**src/rtl/lbms_pkg.sv**
```systemverilog
// lbms_pkg: widths, constants and shared types of the log-bin mean / std-dev unit
// depends on nothing; imported by every rtl module and by the channel interfaces
`default_nettype none

package lbms_pkg;

  localparam int COUNT_BITS = 24;

  localparam int EDGE_W  = 32;
  localparam int VAL_W   = 16;
  localparam int BASE_W  = 16;
  localparam int SUM_W   = 48;
  localparam int SQ_W    = 64;
  localparam int SQR_W   = 2 * VAL_W;
  localparam int PROD_W  = EDGE_W + VAL_W;
  localparam int DIV_W   = 64;
  localparam int ROOT_W  = DIV_W / 2;
  localparam int SUB_W   = ROOT_W + 3;
  localparam int DIV_STEPS  = DIV_W;
  localparam int SQRT_STEPS = DIV_W / 2;
  localparam int STEP_W  = $clog2(DIV_STEPS);

  localparam logic [BASE_W-1:0] BASE_RESET = BASE_W'(10);
  localparam logic [BASE_W-1:0] BASE_MIN   = BASE_W'(2);

  typedef logic [COUNT_BITS-1:0] count_t;

  typedef enum logic {
    UNIT_DIV  = 1'b0,
    UNIT_SQRT = 1'b1
  } unit_mode_t;

  typedef struct packed {
    logic       start;
    unit_mode_t mode;
  } unit_ctrl_t;

  typedef struct packed {
    logic clear;
    logic add;
  } acc_ctrl_t;

endpackage

`default_nettype wire

```
**src/rtl/lbms_if.sv**
```systemverilog
// lbms_in_if / lbms_out_if: valid-ready channels carrying one input word and one result word
// depends on lbms_pkg for field widths
`default_nettype none

interface lbms_in_if;
  import lbms_pkg::*;
  logic                    valid;
  logic                    ready;
  logic [EDGE_W-1:0]       level;
  logic signed [VAL_W-1:0] sample_value;
  logic                    end_of_data;

  modport source (output valid, output level, output sample_value, output end_of_data,
                  input ready);
  modport sink (input valid, input level, input sample_value, input end_of_data,
                output ready);
endinterface

interface lbms_out_if;
  import lbms_pkg::*;
  logic                    valid;
  logic                    ready;
  logic [EDGE_W-1:0]       bin_upper_edge;
  logic signed [VAL_W-1:0] bin_mean;
  logic [VAL_W-1:0]        bin_std_dev;
  logic [VAL_W-1:0]        bin_std_err;
  logic                    final_result;

  modport source (output valid, output bin_upper_edge, output bin_mean, output bin_std_dev,
                  output bin_std_err, output final_result, input ready);
  modport sink (input valid, input bin_upper_edge, input bin_mean, input bin_std_dev,
                input bin_std_err, input final_result, output ready);
endinterface

`default_nettype wire

```
**src/rtl/lbms_iter_unit.sv**
```systemverilog
// lbms_iter_unit: shared bit-serial divider and integer square root, one subtractor
// depends on lbms_pkg
`default_nettype none

module lbms_iter_unit import lbms_pkg::*; (
  input  wire logic             clk,
  input  wire logic             rst_n,
  input  wire unit_ctrl_t       ctrl,
  input  wire logic [DIV_W-1:0] operand,
  input  wire count_t           divisor,
  output logic                  done,
  output logic [DIV_W-1:0]      result
);

  logic              busy_r;
  logic              done_r;
  logic [STEP_W-1:0] step_r;
  unit_mode_t        mode_r;
  logic [DIV_W-1:0]  acc_r;
  logic [SUB_W-1:0]  rem_r;
  logic [ROOT_W-1:0] root_r;

  logic [SUB_W-1:0]  sub_a;
  logic [SUB_W-1:0]  sub_b;
  logic [SUB_W:0]    diff;
  logic              fits;

  always_comb begin
    if (mode_r == UNIT_SQRT) begin
      sub_a = {rem_r[SUB_W-3:0], acc_r[DIV_W-1 -: 2]};
      sub_b = {{(SUB_W-ROOT_W-2){1'b0}}, root_r, 2'b01};
    end else begin
      sub_a = {rem_r[SUB_W-2:0], acc_r[DIV_W-1]};
      sub_b = {{(SUB_W-COUNT_BITS){1'b0}}, divisor};
    end
    diff = {1'b0, sub_a} - {1'b0, sub_b};
    fits = ~diff[SUB_W];
  end

  always_ff @(posedge clk) begin
    if (!rst_n) begin
      busy_r <= 1'b0;
      done_r <= 1'b0;
      step_r <= '0;
    end else begin
      done_r <= 1'b0;
      if (ctrl.start) begin
        busy_r <= 1'b1;
        step_r <= (ctrl.mode == UNIT_SQRT) ? STEP_W'(SQRT_STEPS - 1) : STEP_W'(DIV_STEPS - 1);
      end else if (busy_r) begin
        if (step_r == '0) begin
          busy_r <= 1'b0;
          done_r <= 1'b1;
        end else begin
          step_r <= step_r - STEP_W'(1);
        end
      end
    end
  end

  always_ff @(posedge clk) begin
    if (ctrl.start) begin
      mode_r <= ctrl.mode;
      acc_r  <= operand;
      rem_r  <= '0;
      root_r <= '0;
    end else if (busy_r) begin
      rem_r <= fits ? diff[SUB_W-1:0] : sub_a;
      if (mode_r == UNIT_SQRT) begin
        acc_r  <= {acc_r[DIV_W-3:0], 2'b00};
        root_r <= {root_r[ROOT_W-2:0], fits};
      end else begin
        acc_r <= {acc_r[DIV_W-2:0], fits};
      end
    end
  end

  assign done   = done_r;
  assign result = (mode_r == UNIT_SQRT) ? {{(DIV_W-ROOT_W){1'b0}}, root_r} : acc_r;

endmodule

`default_nettype wire

```
**src/rtl/lbms_bin_acc.sv**
```systemverilog
// lbms_bin_acc: saturating value sum, square sum and sample count of the open bin
// depends on lbms_pkg
`default_nettype none

module lbms_bin_acc import lbms_pkg::*; (
  input  wire logic             clk,
  input  wire logic             rst_n,
  input  wire acc_ctrl_t        ctrl,
  input  wire logic [VAL_W-1:0] value,
  input  wire logic [SQR_W-1:0] square,
  output logic [SUM_W-1:0]      value_sum,
  output logic [SQ_W-1:0]       square_sum,
  output count_t                sample_count
);

  localparam logic [SUM_W-1:0] SUM_MAX = {1'b0, {(SUM_W-1){1'b1}}};
  localparam logic [SUM_W-1:0] SUM_MIN = {1'b1, {(SUM_W-1){1'b0}}};

  logic [SUM_W-1:0] sum_r;
  logic [SQ_W-1:0]  sq_r;
  count_t           count_r;

  logic [SUM_W:0]   sum_ext;
  logic [SQ_W:0]    sq_ext;
  logic [SUM_W-1:0] sum_nxt;
  logic [SQ_W-1:0]  sq_nxt;

  always_comb begin
    sum_ext = {sum_r[SUM_W-1], sum_r} + {{(SUM_W+1-VAL_W){value[VAL_W-1]}}, value};
    if (sum_ext[SUM_W] != sum_ext[SUM_W-1]) begin
      sum_nxt = sum_ext[SUM_W] ? SUM_MIN : SUM_MAX;
    end else begin
      sum_nxt = sum_ext[SUM_W-1:0];
    end
    sq_ext = {1'b0, sq_r} + {{(SQ_W+1-SQR_W){1'b0}}, square};
    sq_nxt = sq_ext[SQ_W] ? '1 : sq_ext[SQ_W-1:0];
  end

  always_ff @(posedge clk) begin
    if (!rst_n || ctrl.clear) begin
      sum_r   <= '0;
      sq_r    <= '0;
      count_r <= '0;
    end else if (ctrl.add && (count_r != '1)) begin
      sum_r   <= sum_nxt;
      sq_r    <= sq_nxt;
      count_r <= count_r + COUNT_BITS'(1);
    end
  end

  assign value_sum    = sum_r;
  assign square_sum   = sq_r;
  assign sample_count = count_r;

endmodule

`default_nettype wire

```
**src/rtl/log_bin_mean_stddev_unit.sv**
```systemverilog
// log_bin_mean_stddev_unit: top level, sequencer, shared multiplier and result register
// depends on lbms_pkg, lbms_if, lbms_iter_unit and lbms_bin_acc
//
// Takes (level, sample_value, end_of_data) words sorted by level and sums each sample into
// the bin whose upper edge is the first power of bin_base at or above its level. A word that
// stays in the open bin is accepted and squared in the idle state, then compared with the edge
// and accumulated in the check state. Closing a bin computes mean, standard deviation and
// standard error on one shared unit that divides or takes a square root one result bit per
// cycle: three 64-step divisions and two 32-step roots. Each step of edge growth runs the
// check, multiply and update states on the multiplier. With end_of_data set the final bin is
// always reported, marked by final_result, after any bin that the same word closed. Results
// sit in an output register, so input is taken again while the last result waits. A write on
// cfg_we loads bin_base (values below 2 act as 2), resets the edge and starts a new data set;
// write it only while the block is idle.
`default_nettype none

module log_bin_mean_stddev_unit import lbms_pkg::*; (
  input  wire logic              clk,
  input  wire logic              rst_n,
  input  wire logic              cfg_we,
  input  wire logic [BASE_W-1:0] cfg_wdata,
  lbms_in_if.sink                in_word,
  lbms_out_if.source             out_word
);

  typedef enum logic [13:0] {
    S_IDLE     = 14'b00000000000001,
    S_CHECK    = 14'b00000000000010,
    S_DIV_MEAN = 14'b00000000000100,
    S_SQR_MEAN = 14'b00000000001000,
    S_DIV_MS   = 14'b00000000010000,
    S_SQRT_SD  = 14'b00000000100000,
    S_DIV_VN   = 14'b00000001000000,
    S_SQRT_SE  = 14'b00000010000000,
    S_OUT      = 14'b00000100000000,
    S_GROW_CHK = 14'b00001000000000,
    S_GROW_MUL = 14'b00010000000000,
    S_GROW_UPD = 14'b00100000000000,
    S_ACC      = 14'b01000000000000,
    S_SPARE    = 14'b10000000000000
  } state_t;

  function automatic logic [BASE_W-1:0] eff_base_of(input logic [BASE_W-1:0] b);
    return (b < BASE_MIN) ? BASE_MIN : b;
  endfunction

  function automatic logic [VAL_W-1:0] clamp16(input logic [DIV_W-1:0] x);
    return (x[DIV_W-1:VAL_W] != '0) ? '1 : x[VAL_W-1:0];
  endfunction

  state_t            state_r, state_nxt;
  logic              first_r;
  logic [BASE_W-1:0] bin_base_r;
  logic [EDGE_W-1:0] edge_r;
  logic [EDGE_W-1:0] level_r;
  logic [VAL_W-1:0]  value_r;
  logic              eod_r;
  logic [SQR_W-1:0]  sq_r;
  logic [PROD_W-1:0] prod_r;
  logic [VAL_W-1:0]  mean_q_r;
  logic [DIV_W-1:0]  var_r;
  logic [VAL_W-1:0]  sd_r;
  logic              final_r;

  logic              out_valid_r;
  logic [EDGE_W-1:0] out_edge_r;
  logic [VAL_W-1:0]  out_mean_r;
  logic [VAL_W-1:0]  out_sd_r;
  logic [VAL_W-1:0]  out_se_r;
  logic              out_final_r;

  logic [BASE_W-1:0] eff_base;
  logic              level_gt;
  logic              in_take;
  logic              out_load;
  logic [VAL_W-1:0]  abs_in;
  logic [EDGE_W-1:0] mul_a;
  logic [VAL_W-1:0]  mul_b;
  logic [PROD_W-1:0] mul_p;
  logic [SUM_W-1:0]  mag;
  logic              sum_neg;
  logic [DIV_W-1:0]  m2_ext;

  acc_ctrl_t         acc_ctrl;
  unit_ctrl_t        unit_ctrl;
  logic [DIV_W-1:0]  unit_operand;
  logic              unit_done;
  logic [DIV_W-1:0]  unit_result;
  logic [SUM_W-1:0]  value_sum;
  logic [SQ_W-1:0]   square_sum;
  count_t            sample_count;

  lbms_bin_acc u_acc (
    .clk          (clk),
    .rst_n        (rst_n),
    .ctrl         (acc_ctrl),
    .value        (value_r),
    .square       (sq_r),
    .value_sum    (value_sum),
    .square_sum   (square_sum),
    .sample_count (sample_count)
  );

  lbms_iter_unit u_unit (
    .clk     (clk),
    .rst_n   (rst_n),
    .ctrl    (unit_ctrl),
    .operand (unit_operand),
    .divisor (sample_count),
    .done    (unit_done),
    .result  (unit_result)
  );

  assign eff_base = eff_base_of(bin_base_r);
  assign level_gt = level_r > edge_r;
  assign in_take  = in_word.valid && (state_r == S_IDLE);
  assign out_load = (state_r == S_OUT) && (!out_valid_r || out_word.ready);
  assign abs_in   = in_word.sample_value[VAL_W-1] ?
                    (~in_word.sample_value + VAL_W'(1)) : in_word.sample_value;
  assign sum_neg  = value_sum[SUM_W-1];
  assign mag      = sum_neg ? (~value_sum + SUM_W'(1)) : value_sum;
  assign m2_ext   = DIV_W'(prod_r[SQR_W-1:0]);

  // shared multiplier
  always_comb begin
    mul_a = edge_r;
    mul_b = eff_base;
    case (state_r)
      S_IDLE: begin
        mul_a = EDGE_W'(abs_in);
        mul_b = abs_in;
      end
      S_SQR_MEAN: begin
        mul_a = EDGE_W'(mean_q_r);
        mul_b = mean_q_r;
      end
      default: begin
        mul_a = edge_r;
        mul_b = eff_base;
      end
    endcase
    mul_p = PROD_W'(mul_a) * PROD_W'(mul_b);
  end

  always_comb begin
    state_nxt      = state_r;
    acc_ctrl.add   = 1'b0;
    acc_ctrl.clear = cfg_we;
    unit_ctrl.start = 1'b0;
    unit_ctrl.mode  = UNIT_DIV;
    unit_operand    = var_r;
    case (state_r)
      S_IDLE: begin
        if (in_take) state_nxt = S_CHECK;
      end
      S_CHECK: begin
        if (level_gt) begin
          state_nxt = (sample_count != '0) ? S_DIV_MEAN : S_GROW_CHK;
        end else begin
          acc_ctrl.add = 1'b1;
          state_nxt = eod_r ? S_DIV_MEAN : S_IDLE;
        end
      end
      S_DIV_MEAN: begin
        unit_ctrl.start = first_r;
        unit_operand    = DIV_W'(mag) + DIV_W'(sample_count >> 1);
        if (unit_done) state_nxt = S_SQR_MEAN;
      end
      S_SQR_MEAN: begin
        state_nxt = S_DIV_MS;
      end
      S_DIV_MS: begin
        unit_ctrl.start = first_r;
        unit_operand    = square_sum;
        if (unit_done) state_nxt = S_SQRT_SD;
      end
      S_SQRT_SD: begin
        unit_ctrl.start = first_r;
        unit_ctrl.mode  = UNIT_SQRT;
        if (unit_done) state_nxt = S_DIV_VN;
      end
      S_DIV_VN: begin
        unit_ctrl.start = first_r;
        if (unit_done) state_nxt = S_SQRT_SE;
      end
      S_SQRT_SE: begin
        unit_ctrl.start = first_r;
        unit_ctrl.mode  = UNIT_SQRT;
        unit_operand    = unit_result;
        if (unit_done) state_nxt = S_OUT;
      end
      S_OUT: begin
        unit_ctrl.mode = UNIT_SQRT;
        if (out_load) begin
          acc_ctrl.clear = 1'b1;
          state_nxt = final_r ? S_IDLE : S_GROW_CHK;
        end
      end
      S_GROW_CHK: begin
        state_nxt = level_gt ? S_GROW_MUL : S_ACC;
      end
      S_GROW_MUL: begin
        state_nxt = S_GROW_UPD;
      end
      S_GROW_UPD: begin
        state_nxt = S_GROW_CHK;
      end
      S_ACC: begin
        acc_ctrl.add = 1'b1;
        state_nxt = eod_r ? S_DIV_MEAN : S_IDLE;
      end
      default: begin
        state_nxt = S_IDLE;
      end
    endcase
  end

  always_ff @(posedge clk) begin
    if (!rst_n) begin
      state_r     <= S_IDLE;
      first_r     <= 1'b0;
      out_valid_r <= 1'b0;
      bin_base_r  <= BASE_RESET;
      edge_r      <= EDGE_W'(eff_base_of(BASE_RESET));
      final_r     <= 1'b0;
    end else begin
      state_r <= state_nxt;
      first_r <= (state_nxt != state_r);
      if (out_load) begin
        out_valid_r <= 1'b1;
      end else if (out_word.ready) begin
        out_valid_r <= 1'b0;
      end
      case (state_r)
        S_CHECK: begin
          final_r <= !level_gt;
        end
        S_ACC: begin
          final_r <= 1'b1;
        end
        S_GROW_UPD: begin
          edge_r <= (prod_r[PROD_W-1:EDGE_W] != '0) ? '1 : prod_r[EDGE_W-1:0];
        end
        S_OUT: begin
          if (out_load && final_r) edge_r <= EDGE_W'(eff_base);
        end
        default: begin
        end
      endcase
      if (cfg_we) begin
        bin_base_r <= cfg_wdata;
        edge_r     <= EDGE_W'(eff_base_of(cfg_wdata));
      end
    end
  end

  // datapath words
  always_ff @(posedge clk) begin
    if (in_take) begin
      level_r <= in_word.level;
      value_r <= in_word.sample_value;
      eod_r   <= in_word.end_of_data;
      sq_r    <= mul_p[SQR_W-1:0];
    end
    if ((state_r == S_SQR_MEAN) || (state_r == S_GROW_MUL)) begin
      prod_r <= mul_p;
    end
    if (unit_done) begin
      case (state_r)
        S_DIV_MEAN: mean_q_r <= unit_result[VAL_W-1:0];
        S_DIV_MS:   var_r <= (unit_result > m2_ext) ? (unit_result - m2_ext) : '0;
        S_SQRT_SD:  sd_r <= clamp16(unit_result);
        default: begin
        end
      endcase
    end
    if (out_load) begin
      out_edge_r  <= edge_r;
      out_mean_r  <= sum_neg ? (~mean_q_r + VAL_W'(1)) : mean_q_r;
      out_sd_r    <= sd_r;
      out_se_r    <= clamp16(unit_result);
      out_final_r <= final_r;
    end
  end

  assign in_word.ready           = (state_r == S_IDLE);
  assign out_word.valid          = out_valid_r;
  assign out_word.bin_upper_edge = out_edge_r;
  assign out_word.bin_mean       = out_mean_r;
  assign out_word.bin_std_dev    = out_sd_r;
  assign out_word.bin_std_err    = out_se_r;
  assign out_word.final_result   = out_final_r;

endmodule

`default_nettype wire

```
**src/flat_wrapper.sv**
```systemverilog
// flat-port wrapper written by rule: the top's interface ports become plain ports
module log_bin_mean_stddev_unit_flat import lbms_pkg::*;
  (clk, rst_n, cfg_we, cfg_wdata, in_word_valid, in_word_level, in_word_sample_value, in_word_end_of_data, in_word_ready, out_word_valid, out_word_bin_upper_edge, out_word_bin_mean, out_word_bin_std_dev, out_word_bin_std_err, out_word_final_result, out_word_ready);
  lbms_in_if in_word_i ();
  lbms_out_if out_word_i ();
  input  wire logic clk;
  input  wire logic rst_n;
  input  wire logic cfg_we;
  input  wire logic [BASE_W-1:0] cfg_wdata;
  input wire logic [$bits(in_word_i.valid)-1:0] in_word_valid;
  input wire logic [$bits(in_word_i.level)-1:0] in_word_level;
  input wire logic [$bits(in_word_i.sample_value)-1:0] in_word_sample_value;
  input wire logic [$bits(in_word_i.end_of_data)-1:0] in_word_end_of_data;
  output wire logic [$bits(in_word_i.ready)-1:0] in_word_ready;
  output wire logic [$bits(out_word_i.valid)-1:0] out_word_valid;
  output wire logic [$bits(out_word_i.bin_upper_edge)-1:0] out_word_bin_upper_edge;
  output wire logic [$bits(out_word_i.bin_mean)-1:0] out_word_bin_mean;
  output wire logic [$bits(out_word_i.bin_std_dev)-1:0] out_word_bin_std_dev;
  output wire logic [$bits(out_word_i.bin_std_err)-1:0] out_word_bin_std_err;
  output wire logic [$bits(out_word_i.final_result)-1:0] out_word_final_result;
  input wire logic [$bits(out_word_i.ready)-1:0] out_word_ready;
  assign in_word_i.valid = in_word_valid;
  assign in_word_i.level = in_word_level;
  assign in_word_i.sample_value = in_word_sample_value;
  assign in_word_i.end_of_data = in_word_end_of_data;
  assign in_word_ready = in_word_i.ready;
  assign out_word_valid = out_word_i.valid;
  assign out_word_bin_upper_edge = out_word_i.bin_upper_edge;
  assign out_word_bin_mean = out_word_i.bin_mean;
  assign out_word_bin_std_dev = out_word_i.bin_std_dev;
  assign out_word_bin_std_err = out_word_i.bin_std_err;
  assign out_word_final_result = out_word_i.final_result;
  assign out_word_i.ready = out_word_ready;
  log_bin_mean_stddev_unit u_core (.clk(clk), .rst_n(rst_n), .cfg_we(cfg_we), .cfg_wdata(cfg_wdata), .in_word(in_word_i), .out_word(out_word_i));
endmodule
```
**config.mk**
```make
export PLATFORM = sky130hd
export DESIGN_NAME = log_bin_mean_stddev_unit_flat
export DESIGN_NICKNAME = d
export VERILOG_FILES = /design/src/rtl/lbms_pkg.sv /design/src/rtl/lbms_if.sv /design/src/rtl/lbms_iter_unit.sv /design/src/rtl/lbms_bin_acc.sv /design/src/rtl/log_bin_mean_stddev_unit.sv /design/src/flat_wrapper.sv
export SDC_FILE = /design/constraint.sdc
export NUM_CORES = 2
export LEC_CHECK = 0
export ABC_AREA = 1
export BUFFER_PORTS_ARGS = -buffer_cell sky130_fd_sc_hd__buf_2
export CORE_MARGIN = 5
export CORE_UTILIZATION = 35
export CTS_CLUSTER_SIZE = 30
export DETAILED_ROUTE_END_ITERATION = 10
export PLACE_DENSITY_LB_ADDON = 0.3
export SLEW_MARGIN = 20
export SYNTH_ARGS = -nofsm -noshare
export SYNTH_HDL_FRONTEND = slang
export SYNTH_SLANG_ARGS = --single-unit
```
**constraint.sdc**
```tcl
create_clock -name clk -period 13.1 [get_ports clk]
set_input_delay 1.965 -clock clk [delete_from_list [all_inputs] [get_ports clk]]
set_output_delay 1.965 -clock clk [all_outputs]
set_load 0.01 [all_outputs]
```
==> impl_metrics.yaml <==
run_status:
  status: "complete, no violations"
clocking:
  cts_hold_buf: 0
  numCtsBuffers: 79
  htree_num_levels: 3
  postCtsSetupBuffers: 0
  cts_resized: 0
  cts-root-buf: "clkbuf_16"
  cts_num_sinks: 646
  clockBufferDepth: 3
  clock_latency_ns: 0.72
  cts_tree: "yes"
  path_clk_slew_ns: 0.07
sta:
  hold_viol_final: 0
  fin_tns_setup_ns: 0
  timing.fmax_ghz: 0.100
  setup_viol_count_final: 0
  rsz0062_at_grt: "no"
  period_share_pct: 76.4
  maxSlewHeadroom_pct: 24.2
  clock_skew_ns: 0.0455
  fin_crit_ns: 10.00
  drv_slew: 0
  worst_pin_slew_ns: 1.14
placement:
  routabilityCongestion: 0.992
  numPlacedInstances: 10300
  io_buffers: 152
  dpl.hpwl_um: 175000
finish:
  area_growth_pct: 9.72
  stdcell_count: 10500
  drive_gt1_share_pct: 6.03
  antenna_cells: 0
  final_nets: 8997
grt:
  antenna_found_initial: 2
  gr-total-overflow: 0
  grt_max_degree: 86
  grt_pass1_wl_um: 330000
  grt_pass1_vias: 54700
  track_usage_pct: 23.6
floorplanning:
  io_pins: 153
  num_rows: 152
  coreArea_mm2: 0.171
  die-area_mm2: 0.180
  initial_core_util_pct: 35.1
  die_h_um: 424
  fp.dieW_um: 424
yosys:
  postSynthAreaPerCell_um2: 7.40
  synth_ff_type: "edfxtp_1"
  syn_nets: 8934
  synth_edf_count: 371
  synth.most_common_cell: "nand2_1"
  synth_area_leaders: "edfxtp_1 (19%), fa_1 (14%), nand2_1 (12%)"
  synth_common_cells: "nand2_1 (1894), inv_1 (1329), nor2_1 (872)"
  syn_inst: 8113
  yosysWarnings: 0
  synth_area_mm2: 0.0600
  ys_seq_area_share_pct: 27.7
  synth_area_leader_cell: "edfxtp_1"
  synth-seq-cells: 646
  ys_types: 73
  synthArstFlopShare_pct: 0
  synth_top_area_share_pct: 18.6
job:
  drv_cap: 0
detailed_routing:
  num_vias: 55500
  route.detailed.drc: 0
  post_drt_via_cell_ratio: 5.30
  route.detailed.wl_per_inst_um: 20.7
  detail-route-antenna-nets: 0
  firstDrtPassIters: 6
  detail_route.iter0.violations: 4900
  drt-total-wl_um: 217000
setup_path:
  crit_required_ns: 13.53
  end_kind: "flop"
  critPathLaunchType: "flop"
  worst_path_max_delay_cell: "nor2_8"
  critPathKind: "flop to flop"
  crit_fanout: 45
  timing.critical_path.arrival_ns: 10.43
  cp_slowest_stage_delay_ns: 0.84
power:
  ir_drop_mv: 0.318
  power.density_mw_per_mm2: 146
  p_leak_uw: 0.0294
hold_path:
  holdCritPathClass: "flop to flop"
[where the power goes]
group	leakage, uW	internal [uW]	switching [uW]
registers	0.00556	2520	45.5
clock network	0.00133	1350	1000
logic	0.0225	1540	3170
[sequential cells by signal (all words and copies together) (netlist names), 32 cells and up]
name and flops:
u_core.u_acc.square_sum 64, u_core.u_unit.acc_r 64, u_core.var_r 64, u_core.prod_r 48
u_core.u_acc.value_sum 48, u_core.u_unit.rem_r 34, u_core.edge_r 32, u_core.level_r 32
u_core.out_word.bin_upper_edge 32, u_core.sq_r 32, u_core.u_unit.root_r 32
[cell type report]
class | count | area, um2
Clock buffer | 93 | 2090
Clock inverter | 53 | 684
Fill cell | 18000 | 105000
Inverter | 1373 | 5160
Multi-Input combinational cell | 5855 | 37200
Sequential cell | 646 | 16600
Tap cell | 2233 | 2790
Timing Repair Buffer | 221 | 1290
[path summary, 6_finish.rpt]
path / from / end / slack, ns / depth (start not counted)
setup / recovery: u_core.state_r[6]$_SDFF_PN0_ / u_core.prod_r[44]$_DFFE_PP_ / 3.10 / 31
hold / removal: u_core.sd_r[12]$_DFFE_PP_ / u_core.out_word.bin_std_dev[12]$_DFFE_PP_ / 0.42 / 0
setup reg to reg: u_core.state_r[6]$_SDFF_PN0_ / u_core.prod_r[44]$_DFFE_PP_ / 3.10 / 31
hold reg to reg: u_core.sd_r[12]$_DFFE_PP_ / u_core.out_word.bin_std_dev[12]$_DFFE_PP_ / 0.42 / 0
[metrics by stage]
| stage | area, um2 | total power (uW) | hold slack (ns) | setup slack, ns | util (%) |
|---|---|---|---|---|---|
| after floorplan | 60000 | 5870 | 0.400 | 4.52 | - |
| after global placement | 63100 | 7330 | 0.402 | 2.90 | 36.8 |
| after detailed placement | 63100 | 7360 | 0.405 | 2.94 | 36.8 |
| after CTS | 65800 | 9740 | 0.420 | 3.30 | 38.5 |
| after global routing | 65900 | 10400 | 0.428 | 2.64 | 38.5 |
| final | 65900 | 9640 | 0.418 | 3.10 | 38.5 |
[cells in the final DEF (no fill, tap or decap), types with 90 or more instances in the layout]
cell type  count
a21oi_1      578
buf_2        152
dfxtp_1      274
edfxtp_1     371
fa_1         423
ha_1         328
inv_1       1327
nand2_1     1890
nand3_1      319
nor2_1       862
o21ai_0      449
xnor2_1       90
xor2_1       145
[metal layers]
layer	share of wire [%]	wire length, um	track usage [%]	vias to the layer above
met5	0.0055	12	0	-
met4	3.9	8540	8.22	2
met3	6.1	13200	3.26	358
met2	47	102000	39.9	1901
met1	43	92400	31.1	26800
li1	-	-	-	26400
[critical path, delay by kind of cell (launching register included)]
kind	cells	cell delay, ns
simple gates	8	2.13
flops	1	0.37
fa+ha+maj	7	3.55
compound gates	6	1.98
xor+xnor	1	0.09
buf+inv	9	1.49
[kinds of logic after synthesis]
group / after synthesis / share of synthesized area [%]
simple gates: 3399 / 23.3
buf+inv: 1612 / 10.5
compound gates: 1469 / 14.2
fa+ha+maj: 751 / 20.9
flops: 646 / 27.7
xor+xnor: 235 / 3.43
other cells: 1 / 0.00625
Power figures use the tool's default switching activity.
